$ cat config.mk
export PLATFORM = sky130hd
export DESIGN_NAME = token_ring_membership_arbiter_unit_flat
export DESIGN_NICKNAME = d
export VERILOG_FILES = /design/src/rtl/trma_pkg.sv /design/src/rtl/trma_if.sv /design/src/rtl/token_ring_membership_arbiter_unit.sv /design/src/flat_wrapper.sv
export SDC_FILE = /design/constraint.sdc
export NUM_CORES = 1
export LEC_CHECK = 0
export ABC_AREA = 1
export BUFFER_PORTS_ARGS = -buffer_cell sky130_fd_sc_hd__buf_2
export CAP_MARGIN = 20
export CORE_AREA = 2 2 173 175
export CTS_CLUSTER_DIAMETER = 200
export DETAILED_ROUTE_END_ITERATION = 12
export DIE_AREA = 0 0 175 177
export GPL_ROUTABILITY_DRIVEN = 0
export MAX_ROUTING_LAYER = met4
export PLACE_DENSITY = 0.72
export SLEW_MARGIN = 10
export SYNTH_ARGS = -nofsm -noshare
export SYNTH_HDL_FRONTEND = slang
export SYNTH_SLANG_ARGS = --single-unit
$ cat constraint.sdc
create_clock -name clk -period 8.5 [get_ports clk]
set_input_delay 1.7 -clock clk [delete_from_list [all_inputs] [get_ports clk]]
set_output_delay 1.7 -clock clk [all_outputs]
set_load 0.01 [all_outputs]
$ cat src/rtl/trma_pkg.sv
// Shared types and codes for the token ring membership arbiter.
// No dependencies; compiled first.
`default_nettype none

package trma_pkg;

  localparam int CMD_W = 2;
  localparam int ID_W  = 16;
  localparam int IDX_W = 6;
  localparam int ST_W  = 2;
  localparam int CNT_W = 7;

  typedef logic [CMD_W-1:0] cmd_t;
  typedef logic [ID_W-1:0]  id_t;
  typedef logic [IDX_W-1:0] idx_t;
  typedef logic [ST_W-1:0]  status_t;
  typedef logic [CNT_W-1:0] cnt_t;

  // command codes
  localparam cmd_t CMD_JOIN    = 2'd0;
  localparam cmd_t CMD_LEAVE   = 2'd1;
  localparam cmd_t CMD_SERVICE = 2'd2;
  localparam cmd_t CMD_READ    = 2'd3;

  // status codes
  localparam status_t ST_DONE       = 2'd0;
  localparam status_t ST_JOIN_BUSY  = 2'd1;
  localparam status_t ST_NOT_HOLDER = 2'd2;
  localparam status_t ST_BAD_ID     = 2'd3;

endpackage

`default_nettype wire

$ cat src/rtl/trma_if.sv
// Valid/ready channel interfaces for request and response transfers.
// Depends on trma_pkg.
`default_nettype none

interface trma_req_if;
  logic              valid;
  logic              ready;
  trma_pkg::cmd_t    command;
  trma_pkg::id_t     member_id;
  trma_pkg::idx_t    slot_index;

  modport source (output valid, command, member_id, slot_index, input ready);
  modport sink   (input valid, command, member_id, slot_index, output ready);
endinterface

interface trma_rsp_if;
  logic              valid;
  logic              ready;
  trma_pkg::status_t status;
  trma_pkg::id_t     holder_id;
  trma_pkg::cnt_t    count_now;
  logic              list_changed;
  trma_pkg::id_t     slot_value;
  logic              table_emptied;

  modport source (output valid, status, holder_id, count_now, list_changed, slot_value,
                  table_emptied, input ready);
  modport sink   (input valid, status, holder_id, count_now, list_changed, slot_value,
                  table_emptied, output ready);
endinterface

`default_nettype wire

$ cat src/rtl/token_ring_membership_arbiter_unit.sv
// Token ring membership arbiter: member table, parked join/leave, token passing.
// Depends on trma_pkg and the channel interfaces in trma_if.sv.
//
//   channel   | direction | payload                                         | transfer
//   ----------+-----------+-------------------------------------------------+-----------------
//   in_req    | sink      | command, member_id, slot_index                  | valid & ready
//   out_rsp   | source    | status, holder_id, count_now, list_changed,     | valid & ready
//             |           | slot_value, table_emptied                       |
//
// Join and rejected requests go straight to the response load; a read first reads its slot.
// Leave and service scan the table to pass the token; an applied parked leave also scans and
// compacts it (rereading slot 0 for a tail holder). Searches and compaction walk the table one
// slot per cycle through its single read port. One request is in flight at a time;
// in_req.ready is high only while idle. A finished response sits in the output register, so
// the next request is taken while it waits; a new response waits for out_rsp.ready.
// Synchronous active-low reset empties the table through per-slot valid bits (no sweep).
`default_nettype none

module token_ring_membership_arbiter_unit #(
  parameter int SLOTS = 8
) (
  input  logic         clk,
  input  logic         rst_n,
  trma_req_if.sink     in_req,
  trma_rsp_if.source   out_rsp
);

  localparam int AW = $clog2(SLOTS);       // slot address
  localparam int CW = $clog2(SLOTS + 1);   // member count
  localparam int PW = $clog2(SLOTS + 2);   // walk pointer, runs one past the count
  localparam int OW = trma_pkg::CNT_W;
  localparam int IW = trma_pkg::IDX_W + 1;

  localparam logic [CW-1:0] SLOTS_C = CW'(SLOTS);
  localparam logic [PW-1:0] SLOTS_P = PW'(SLOTS);

  // sequencer states
  localparam logic [3:0] S_IDLE     = 4'd0;
  localparam logic [3:0] S_RDW      = 4'd1;   // wait for slot read
  localparam logic [3:0] S_DISP     = 4'd2;   // pick next step of leave/service
  localparam logic [3:0] S_LV_SCAN  = 4'd3;   // find parked leave
  localparam logic [3:0] S_LV_SHIFT = 4'd4;   // compact entries down
  localparam logic [3:0] S_LV_HEAD  = 4'd5;   // read slot 0 for new holder
  localparam logic [3:0] S_LV_OWN   = 4'd6;
  localparam logic [3:0] S_PS_SCAN  = 4'd7;   // find last slot of requester
  localparam logic [3:0] S_PS_RD    = 4'd8;   // read successor
  localparam logic [3:0] S_PS_GET   = 4'd9;
  localparam logic [3:0] S_FIN      = 4'd10;  // load response register

  // leave/service step
  localparam logic [1:0] PH_PRE  = 2'd0;
  localparam logic [1:0] PH_PARK = 2'd1;
  localparam logic [1:0] PH_LAST = 2'd2;
  localparam logic [1:0] PH_PASS = 2'd3;

  // member table: one write, one registered read per cycle
  logic [trma_pkg::ID_W-1:0] mem_r [SLOTS];
  logic [SLOTS-1:0]          vld_r;
  logic [trma_pkg::ID_W-1:0] rd_data_r;
  logic                      rd_vld_r;
  trma_pkg::id_t             slot_q;

  logic [AW-1:0]             rd_addr;
  logic                      wr_en;
  logic [AW-1:0]             wr_addr;
  trma_pkg::id_t             wr_data;

  // control state
  logic [3:0]        state_r,  state_nxt;
  logic [1:0]        phase_r,  phase_nxt;
  logic [CW-1:0]     count_r,  count_nxt;
  trma_pkg::id_t     owner_r,  owner_nxt;
  trma_pkg::id_t     pj_r,     pj_nxt;
  trma_pkg::id_t     pl_r,     pl_nxt;
  logic              out_valid_r, out_valid_nxt;

  // working registers
  trma_pkg::cmd_t    cmd_r,     cmd_nxt;
  trma_pkg::id_t     id_r,      id_nxt;
  trma_pkg::status_t status_r,  status_nxt;
  logic              changed_r, changed_nxt;
  trma_pkg::id_t     slot_r,    slot_nxt;
  logic              before_r,  before_nxt;
  logic [PW-1:0]     ptr_r,     ptr_nxt;
  logic [AW-1:0]     hit_r,     hit_nxt;
  trma_pkg::id_t     succ_r,    succ_nxt;
  logic [AW-1:0]     last_r,    last_nxt;
  logic              found_r,   found_nxt;
  logic [AW-1:0]     nxt_r,     nxt_nxt;

  // response register
  trma_pkg::status_t o_status_r;
  trma_pkg::id_t     o_holder_r;
  trma_pkg::cnt_t    o_count_r;
  logic              o_changed_r;
  trma_pkg::id_t     o_slot_r;
  logic              o_emptied_r;

  logic              in_fire;
  logic              idx_ok;
  logic              join_ok;
  logic              do_join;
  logic              start_pass;
  logic              load;
  trma_pkg::id_t     join_id;
  logic [AW-1:0]     ptr_addr;
  logic [PW-1:0]     cur;
  logic [PW-1:0]     jm1;
  logic [PW-1:0]     lst;
  logic [PW-1:0]     nx;
  logic [CW-1:0]     cnt_m1;
  logic              pass_hit;

  assign in_req.ready = (state_r == S_IDLE);
  assign in_fire      = in_req.valid && in_req.ready;
  assign idx_ok       = (IW'(in_req.slot_index) < IW'(SLOTS));
  assign join_ok      = (pj_r != '0) && (count_r < SLOTS_C);
  assign join_id      = (state_r == S_IDLE) ? in_req.member_id : pj_r;
  assign ptr_addr     = (ptr_r < SLOTS_P) ? ptr_r[AW-1:0] : '0;
  assign cur          = ptr_r - PW'(1);
  assign jm1          = ptr_r - PW'(2);
  assign cnt_m1       = count_r - CW'(1);
  assign slot_q       = rd_vld_r ? rd_data_r : '0;
  assign pass_hit     = (slot_q == id_r);

  always_comb begin
    state_nxt   = state_r;
    phase_nxt   = phase_r;
    count_nxt   = count_r;
    owner_nxt   = owner_r;
    pj_nxt      = pj_r;
    pl_nxt      = pl_r;
    cmd_nxt     = cmd_r;
    id_nxt      = id_r;
    status_nxt  = status_r;
    changed_nxt = changed_r;
    slot_nxt    = slot_r;
    before_nxt  = before_r;
    ptr_nxt     = ptr_r;
    hit_nxt     = hit_r;
    succ_nxt    = succ_r;
    last_nxt    = last_r;
    found_nxt   = found_r;
    nxt_nxt     = nxt_r;
    rd_addr     = '0;
    wr_en       = 1'b0;
    wr_addr     = '0;
    wr_data     = '0;
    do_join     = 1'b0;
    start_pass  = 1'b0;
    load        = 1'b0;
    lst         = '0;
    nx          = '0;

    unique case (state_r)
      S_IDLE: begin
        rd_addr = idx_ok ? in_req.slot_index[AW-1:0] : '0;
        if (in_fire) begin
          cmd_nxt     = in_req.command;
          id_nxt      = in_req.member_id;
          before_nxt  = (count_r != '0);
          changed_nxt = 1'b0;
          status_nxt  = trma_pkg::ST_DONE;
          slot_nxt    = '0;
          phase_nxt   = PH_PRE;
          state_nxt   = S_FIN;
          if (in_req.command == trma_pkg::CMD_READ) begin
            if (idx_ok) state_nxt = S_RDW;
          end else if (in_req.member_id == '0) begin
            status_nxt = trma_pkg::ST_BAD_ID;
          end else if (in_req.command == trma_pkg::CMD_JOIN) begin
            if (pj_r != '0) begin
              status_nxt = trma_pkg::ST_JOIN_BUSY;
            end else begin
              pj_nxt  = in_req.member_id;
              do_join = (count_r == '0);   // empty table: insert at once
            end
          end else if (owner_r != in_req.member_id) begin
            status_nxt = trma_pkg::ST_NOT_HOLDER;
          end else begin
            state_nxt = S_DISP;
          end
        end
      end

      S_RDW: begin
        slot_nxt  = slot_q;
        state_nxt = S_FIN;
      end

      S_DISP: begin
        if (cmd_r == trma_pkg::CMD_LEAVE) begin
          unique case (phase_r)
            PH_PRE: begin
              // flush an older parked leave
              phase_nxt = PH_PARK;
              if ((pl_r != '0) && (count_r != '0)) begin
                ptr_nxt   = PW'(1);
                state_nxt = S_LV_SCAN;
              end
            end
            PH_PARK: begin
              pl_nxt = id_r;
              if (count_r == CW'(1)) begin
                do_join   = join_ok;
                phase_nxt = PH_LAST;
              end else begin
                phase_nxt = PH_PASS;
              end
            end
            PH_LAST: begin
              // last member leaving: apply its own leave now
              phase_nxt = PH_PASS;
              ptr_nxt   = PW'(1);
              state_nxt = S_LV_SCAN;
            end
            PH_PASS: start_pass = 1'b1;
            default: phase_nxt = PH_PASS;
          endcase
        end else begin
          unique case (phase_r)
            PH_PRE: begin
              do_join   = join_ok;
              phase_nxt = PH_PARK;
            end
            PH_PARK: begin
              phase_nxt = PH_PASS;
              if ((pl_r != '0) && (count_r != '0)) begin
                ptr_nxt   = PW'(1);
                state_nxt = S_LV_SCAN;
              end
            end
            PH_PASS: start_pass = 1'b1;
            default: phase_nxt = PH_PASS;
          endcase
        end
      end

      S_LV_SCAN: begin
        // slot_q holds slot ptr-1, next slot is being read
        rd_addr = ptr_addr;
        if (slot_q == pl_r) begin
          hit_nxt   = cur[AW-1:0];
          ptr_nxt   = ptr_r + PW'(1);
          state_nxt = S_LV_SHIFT;
        end else if (ptr_r >= PW'(count_r)) begin
          state_nxt = S_DISP;            // not in table: stays parked
        end else begin
          ptr_nxt = ptr_r + PW'(1);
        end
      end

      S_LV_SHIFT: begin
        rd_addr = ptr_addr;
        wr_en   = 1'b1;
        if (cur < PW'(count_r)) begin
          wr_addr = jm1[AW-1:0];
          wr_data = slot_q;
          if (ptr_r == (PW'(hit_r) + PW'(2))) succ_nxt = slot_q;
          ptr_nxt = ptr_r + PW'(1);
        end else begin
          // clear the old tail and settle the holder
          wr_addr     = cnt_m1[AW-1:0];
          wr_data     = '0;
          count_nxt   = cnt_m1;
          pl_nxt      = '0;
          changed_nxt = 1'b1;
          state_nxt   = S_DISP;
          if (pl_r == owner_r) begin
            if (cnt_m1 == '0) begin
              owner_nxt = '0;
            end else if (CW'(hit_r) < cnt_m1) begin
              owner_nxt = succ_r;
            end else begin
              state_nxt = S_LV_HEAD;     // removed entry was the tail: wrap
            end
          end
        end
      end

      S_LV_HEAD: begin
        rd_addr   = '0;
        state_nxt = S_LV_OWN;
      end

      S_LV_OWN: begin
        owner_nxt = slot_q;
        state_nxt = S_DISP;
      end

      S_PS_SCAN: begin
        rd_addr = ptr_addr;
        if (ptr_r >= PW'(count_r)) begin
          if (pass_hit || found_r) begin
            lst       = pass_hit ? cur : PW'(last_r);
            nx        = lst + PW'(1);
            nxt_nxt   = (nx >= PW'(count_r)) ? '0 : nx[AW-1:0];
            state_nxt = S_PS_RD;
          end else begin
            state_nxt = S_FIN;           // requester not listed: holder kept
          end
        end else begin
          if (pass_hit) begin
            found_nxt = 1'b1;
            last_nxt  = cur[AW-1:0];
          end
          ptr_nxt = ptr_r + PW'(1);
        end
      end

      S_PS_RD: begin
        rd_addr   = nxt_r;
        state_nxt = S_PS_GET;
      end

      S_PS_GET: begin
        owner_nxt = slot_q;
        state_nxt = S_FIN;
      end

      S_FIN: begin
        if (count_r == '0) owner_nxt = '0;
        if (!out_valid_r || out_rsp.ready) begin
          load      = 1'b1;
          state_nxt = S_IDLE;
        end
      end

      default: state_nxt = S_IDLE;
    endcase

    // token pass only while the requester still holds it
    if (start_pass) begin
      found_nxt = 1'b0;
      ptr_nxt   = PW'(1);
      state_nxt = ((owner_r == id_r) && (count_r != '0)) ? S_PS_SCAN : S_FIN;
    end

    // parked join goes to the first free slot (table stays compacted)
    if (do_join) begin
      wr_en       = 1'b1;
      wr_addr     = count_r[AW-1:0];
      wr_data     = join_id;
      pj_nxt      = '0;
      count_nxt   = count_r + CW'(1);
      changed_nxt = 1'b1;
      if (count_r == '0) owner_nxt = join_id;
    end

    out_valid_nxt = out_valid_r && !out_rsp.ready;
    if (load) out_valid_nxt = 1'b1;
  end

  // control registers
  always_ff @(posedge clk) begin
    if (!rst_n) begin
      state_r     <= S_IDLE;
      phase_r     <= PH_PRE;
      count_r     <= '0;
      owner_r     <= '0;
      pj_r        <= '0;
      pl_r        <= '0;
      vld_r       <= '0;
      out_valid_r <= 1'b0;
    end else begin
      state_r     <= state_nxt;
      phase_r     <= phase_nxt;
      count_r     <= count_nxt;
      owner_r     <= owner_nxt;
      pj_r        <= pj_nxt;
      pl_r        <= pl_nxt;
      out_valid_r <= out_valid_nxt;
      if (wr_en) vld_r[wr_addr] <= 1'b1;
    end
  end

  // working and response registers
  always_ff @(posedge clk) begin
    cmd_r     <= cmd_nxt;
    id_r      <= id_nxt;
    status_r  <= status_nxt;
    changed_r <= changed_nxt;
    slot_r    <= slot_nxt;
    before_r  <= before_nxt;
    ptr_r     <= ptr_nxt;
    hit_r     <= hit_nxt;
    succ_r    <= succ_nxt;
    last_r    <= last_nxt;
    found_r   <= found_nxt;
    nxt_r     <= nxt_nxt;
    if (load) begin
      o_status_r  <= status_r;
      o_holder_r  <= (count_r == '0) ? '0 : owner_r;
      o_count_r   <= OW'(count_r);
      o_changed_r <= changed_r;
      o_slot_r    <= slot_r;
      o_emptied_r <= before_r && (count_r == '0);
    end
  end

  // member table storage
  always_ff @(posedge clk) begin
    if (wr_en) mem_r[wr_addr] <= wr_data;
    rd_data_r <= mem_r[rd_addr];
    rd_vld_r  <= vld_r[rd_addr];
  end

  assign out_rsp.valid         = out_valid_r;
  assign out_rsp.status        = o_status_r;
  assign out_rsp.holder_id     = o_holder_r;
  assign out_rsp.count_now     = o_count_r;
  assign out_rsp.list_changed  = o_changed_r;
  assign out_rsp.slot_value    = o_slot_r;
  assign out_rsp.table_emptied = o_emptied_r;

  // checks
  a_count_bound: assert property (@(posedge clk) disable iff (!rst_n)
    count_r <= SLOTS_C)
    else $error("member count beyond table size");

  a_idle_empty_no_holder: assert property (@(posedge clk) disable iff (!rst_n)
    (state_r == S_IDLE && count_r == '0) |-> (owner_r == '0))
    else $error("token holder set with empty table");

  a_one_in_flight: assert property (@(posedge clk) disable iff (!rst_n)
    in_fire |=> !in_req.ready)
    else $error("second request taken while one is in flight");

  a_rsp_empty_holder: assert property (@(posedge clk) disable iff (!rst_n)
    (out_rsp.valid && out_rsp.count_now == '0) |-> (out_rsp.holder_id == '0))
    else $error("response reports holder with no members");

endmodule

`default_nettype wire

$ cat src/flat_wrapper.sv
// flat-port wrapper written by rule: the top's interface ports become plain ports
module token_ring_membership_arbiter_unit_flat 
#(
  parameter int SLOTS = 8
)
  (clk, rst_n, in_req_valid, in_req_command, in_req_member_id, in_req_slot_index, in_req_ready, out_rsp_valid, out_rsp_status, out_rsp_holder_id, out_rsp_count_now, out_rsp_list_changed, out_rsp_slot_value, out_rsp_table_emptied, out_rsp_ready);
  trma_req_if in_req_i ();
  trma_rsp_if out_rsp_i ();
  input  logic clk;
  input  logic rst_n;
  input wire logic [$bits(in_req_i.valid)-1:0] in_req_valid;
  input wire logic [$bits(in_req_i.command)-1:0] in_req_command;
  input wire logic [$bits(in_req_i.member_id)-1:0] in_req_member_id;
  input wire logic [$bits(in_req_i.slot_index)-1:0] in_req_slot_index;
  output wire logic [$bits(in_req_i.ready)-1:0] in_req_ready;
  output wire logic [$bits(out_rsp_i.valid)-1:0] out_rsp_valid;
  output wire logic [$bits(out_rsp_i.status)-1:0] out_rsp_status;
  output wire logic [$bits(out_rsp_i.holder_id)-1:0] out_rsp_holder_id;
  output wire logic [$bits(out_rsp_i.count_now)-1:0] out_rsp_count_now;
  output wire logic [$bits(out_rsp_i.list_changed)-1:0] out_rsp_list_changed;
  output wire logic [$bits(out_rsp_i.slot_value)-1:0] out_rsp_slot_value;
  output wire logic [$bits(out_rsp_i.table_emptied)-1:0] out_rsp_table_emptied;
  input wire logic [$bits(out_rsp_i.ready)-1:0] out_rsp_ready;
  assign in_req_i.valid = in_req_valid;
  assign in_req_i.command = in_req_command;
  assign in_req_i.member_id = in_req_member_id;
  assign in_req_i.slot_index = in_req_slot_index;
  assign in_req_ready = in_req_i.ready;
  assign out_rsp_valid = out_rsp_i.valid;
  assign out_rsp_status = out_rsp_i.status;
  assign out_rsp_holder_id = out_rsp_i.holder_id;
  assign out_rsp_count_now = out_rsp_i.count_now;
  assign out_rsp_list_changed = out_rsp_i.list_changed;
  assign out_rsp_slot_value = out_rsp_i.slot_value;
  assign out_rsp_table_emptied = out_rsp_i.table_emptied;
  assign out_rsp_i.ready = out_rsp_ready;
  token_ring_membership_arbiter_unit #(.SLOTS(SLOTS)) u_core (.clk(clk), .rst_n(rst_n), .in_req(in_req_i), .out_rsp(out_rsp_i));
endmodule
==> out/results.txt <==
FP Rows -> 63
Psw -> 2810 uW
Switching Share -> 42.6%
P per Cell Area -> 375 nW/um2
share of the synthesized area in the top cell type -> 43.6%
die extent in y -> 177 um
via-per-instance ratio -> 5.54
Final nets -> 1879
total core area -> 29200 um2
share of flip-flops with an asynchronous set or reset -> 0%
worst-margin pin slew -> 1060 ps
reg2reg end -> u_core.mem_r[5][3]
fin cells -> 2238
CTS Buffer Depth -> 3
crit path time final -> 4760 ps
vias in the first global route -> 11823
drt initial violations -> 1290
total global-route track usage -> 27.0%
DIE AREA -> 31000 um2
Synth Register Bits -> 320
sequential cell area fraction in the yosys report -> 55.0%
DRT antenna net count -> 0
worst hold start -> u_core.slot_r[4]
WL/cell -> 17.7 um
Worst Skew -> 11.8 ps
final hold viol count -> 0
Internal Power -> 3780 uW
final clock period utilization by the worst path -> 56.0%
most frequent cells in the layout -> nand2_1, inv_1, edfxtp_1, nor2_1, a21oi_1
relative slew slack -> 29.1%
Initial Utilization -> 54.1%
Synth area leader -> edfxtp_1
CTS root buffer -> clkbuf_16
width of the die -> 175 um
Warnings, synthesis -> 0
Hold Path End -> u_core.out_rsp.slot_value[4]
Place WS -> 3840 ps
Post-CTS Setup Inserts -> 0
Setup CP Type -> reg2reg
WP data required -> 8660 ps
R2R Path Start -> u_core.ptr_r[0]
Leakage -> 0.00770 uW
count of cell types in the netlist -> 46
clock latency on the worst-skew pair -> 540 ps
max_cap viols -> 0
peak fanout along the critical path -> 22
DRC Markers -> 0
PortBufs -> 69
detailed-route via count -> 12402
Gate power share -> 42.0%
ys flop type -> edfxtp_1
RSZ-0062 raised after global routing -> no
PnR Total Power -> 6590 uW
Post-synth EDFFs -> 230
commonest non-fill, non-tap cell in the layout -> nand2_1
Reg clk slew, reported paths -> 60 ps
# hold bufs at CTS -> 0
Area Growth Syn to Fin -> 11.1%
first-pass GRT wire length -> 63300 um
largest net degree at the start of global routing -> 115
post-synthesis instance area -> 15800 um2
sequential power share -> 35.0%
outcome -> complete, no violations
Clk pwr share -> 23.0%
Final Max Tran Viols -> 0
Fmax achieved -> 0.210 GHz
# IOs -> 73
top cells by area, synth -> edfxtp_1, dfxtp_1, nand2_1, inv_1, nor2_1
placed insts -> 2173
Gate Count Post-Synth -> 1773
Post-CTS Resized -> 0
number of inserted diodes -> 0
Setup Viol. Count Final -> 0
initial antenna violation count -> 0
Worst R2R Setup Slack -> 3740 ps
HPWL Detailed -> 27700 um
Setup TNS -> 0 ps
Critical Path Start Type -> flip-flop
first drt pass iteration count -> 5
clock sinks -> 320
Max IR drop VDD -> 268 uV
Hold Path Stages -> 0
H-Tree Depth -> 2
Hold Path Class -> reg2reg
CP Capture Type -> flip-flop
CTS Buf Count -> 35
Routed WL -> 39600 um
Final WS setup -> 3740 ps
syn avg cell area -> 8.93 um2
worst path arrival time -> 4920 ps
layout cells sized above 1 -> 9.42%
TritonCTS clock tree -> done
worst reg2reg path depth -> 16
GRT overflow -> 0
## cell families (layout without fill, tap and decap cells)
| kind of cell | Yosys count | count (layout) | synth area share, % |
|---|---|---|---|
| AND/OR/NAND/NOR | 739 | 739 | 19.9 |
| buffers and inverters | 329 | 402 | 8.37 |
| flip-flops | 320 | 320 | 55.0 |
| AO/OA/AOI/OAI | 294 | 294 | 11.0 |
| XOR/XNOR | 60 | 60 | 3.32 |
| adder cells (fa/ha/maj) | 30 | 30 | 2.37 |
| other | 1 | 3 | 0.0237 |
## registers in the layout (all words and copies together), names as in the netlist, 4 cells and up
name	flops
u_core.mem_r	128
u_core.id_r	16
u_core.out_rsp.holder_id	16
u_core.out_rsp.slot_value	16
u_core.owner_r	16
u_core.pj_r	16
u_core.pl_r	16
u_core.rd_data_r	16
u_core.slot_r	16
u_core.succ_r	16
u_core.vld_r	8
u_core.count_r	4
u_core.out_rsp.count_now	4
u_core.ptr_r	4
u_core.state_r	4
## cells in the mapped netlist, drive strengths merged, types with 3 or more instances
library cell and count:
nand3 70, edfxtp 230, nand2 416, nor2 185
nand4 35, o211a 13, nor3 13, ha 30
a211oi 19, buf 40, dfxtp 90, nand3b 16
xor2 45, o21bai 3, o211ai 41, o21ai 88
xnor2 15, o22ai 20, clkbuf 29, inv 258
a21oi 104
## worst max path at each step
stage / from / end / slack [ps] / cells past startpoint
5_1_grt: u_core.ptr_r[0] / u_core.mem_r[4][2] / 3330 / 16
2_1_floorplan: out_rsp_ready / u_core.out_rsp.count_now[0] / 4320 / 2
4_1_cts: u_core.ptr_r[0] / u_core.mem_r[4][2] / 3840 / 16
3_3_place_gp: u_core.ptr_r[0] / u_core.mem_r[4][7] / 4040 / 16
6_report: u_core.ptr_r[0] / u_core.mem_r[5][3] / 3740 / 16
3_5_place_dp: u_core.ptr_r[0] / u_core.mem_r[4][11] / 3840 / 16
## metal layers
| layer | track usage, % | up-vias | wire length [um] |
|---|---|---|---|
| met5 | - | - | 0 |
| met2 | 41.2 | 611 | 17700 |
| li1 | - | 5977 | - |
| met1 | 35.9 | 5685 | 16500 |
| met3 | 4.27 | 129 | 3570 |
| met4 | 11.8 | 0 | 1770 |
## through the flow
step	hold WS, ps	util [%]	cell area (um2)
after global placement	401	56.1	16400
after CTS	422	60.1	17600
final	421	60.1	17600
after detailed placement	407	56.1	16400
after floorplan	400	-	15800
after global routing	436	60.1	17600
## layout make-up
| type | instances | area, um2 |
|---|---|---|
| Multi-Input combinational cell | 1126 | 5830 |
| Fill cell | 2478 | 11700 |
| Tap cell | 390 | 488 |
| Clock inverter | 19 | 193 |
| Timing Repair Buffer | 78 | 429 |
| Clock buffer | 45 | 963 |
| Inverter | 260 | 978 |
| Sequential cell | 320 | 8710 |
## power groups by stage
| stage | registers (uW) | clock network, uW | logic, uW |
|---|---|---|---|
| after floorplan | 2260 | 0 | 2020 |
| after global placement | 2320 | 0 | 2630 |
| after detailed placement | 2330 | 0 | 2690 |
| after CTS | 2300 | 1540 | 2710 |
| after global routing | 2340 | 1600 | 3090 |
| final | 2300 | 1520 | 2770 |
## worst max-delay path: stages, from the launching register on
cell      delay, ps
dfxtp_1         530
inv_1           240
ha_1            390
inv_1           110
ha_1            300
inv_1            40
o21bai_1        110
nand3_1         100
nand2_1         610
inv_1           140
nand2_1         630
nor2_1          110
nor2_1          130
nand2_1         170
inv_1           110
nand3_1         100
inv_1           530
No activity file was read; power rests on OpenSTA's default activity.
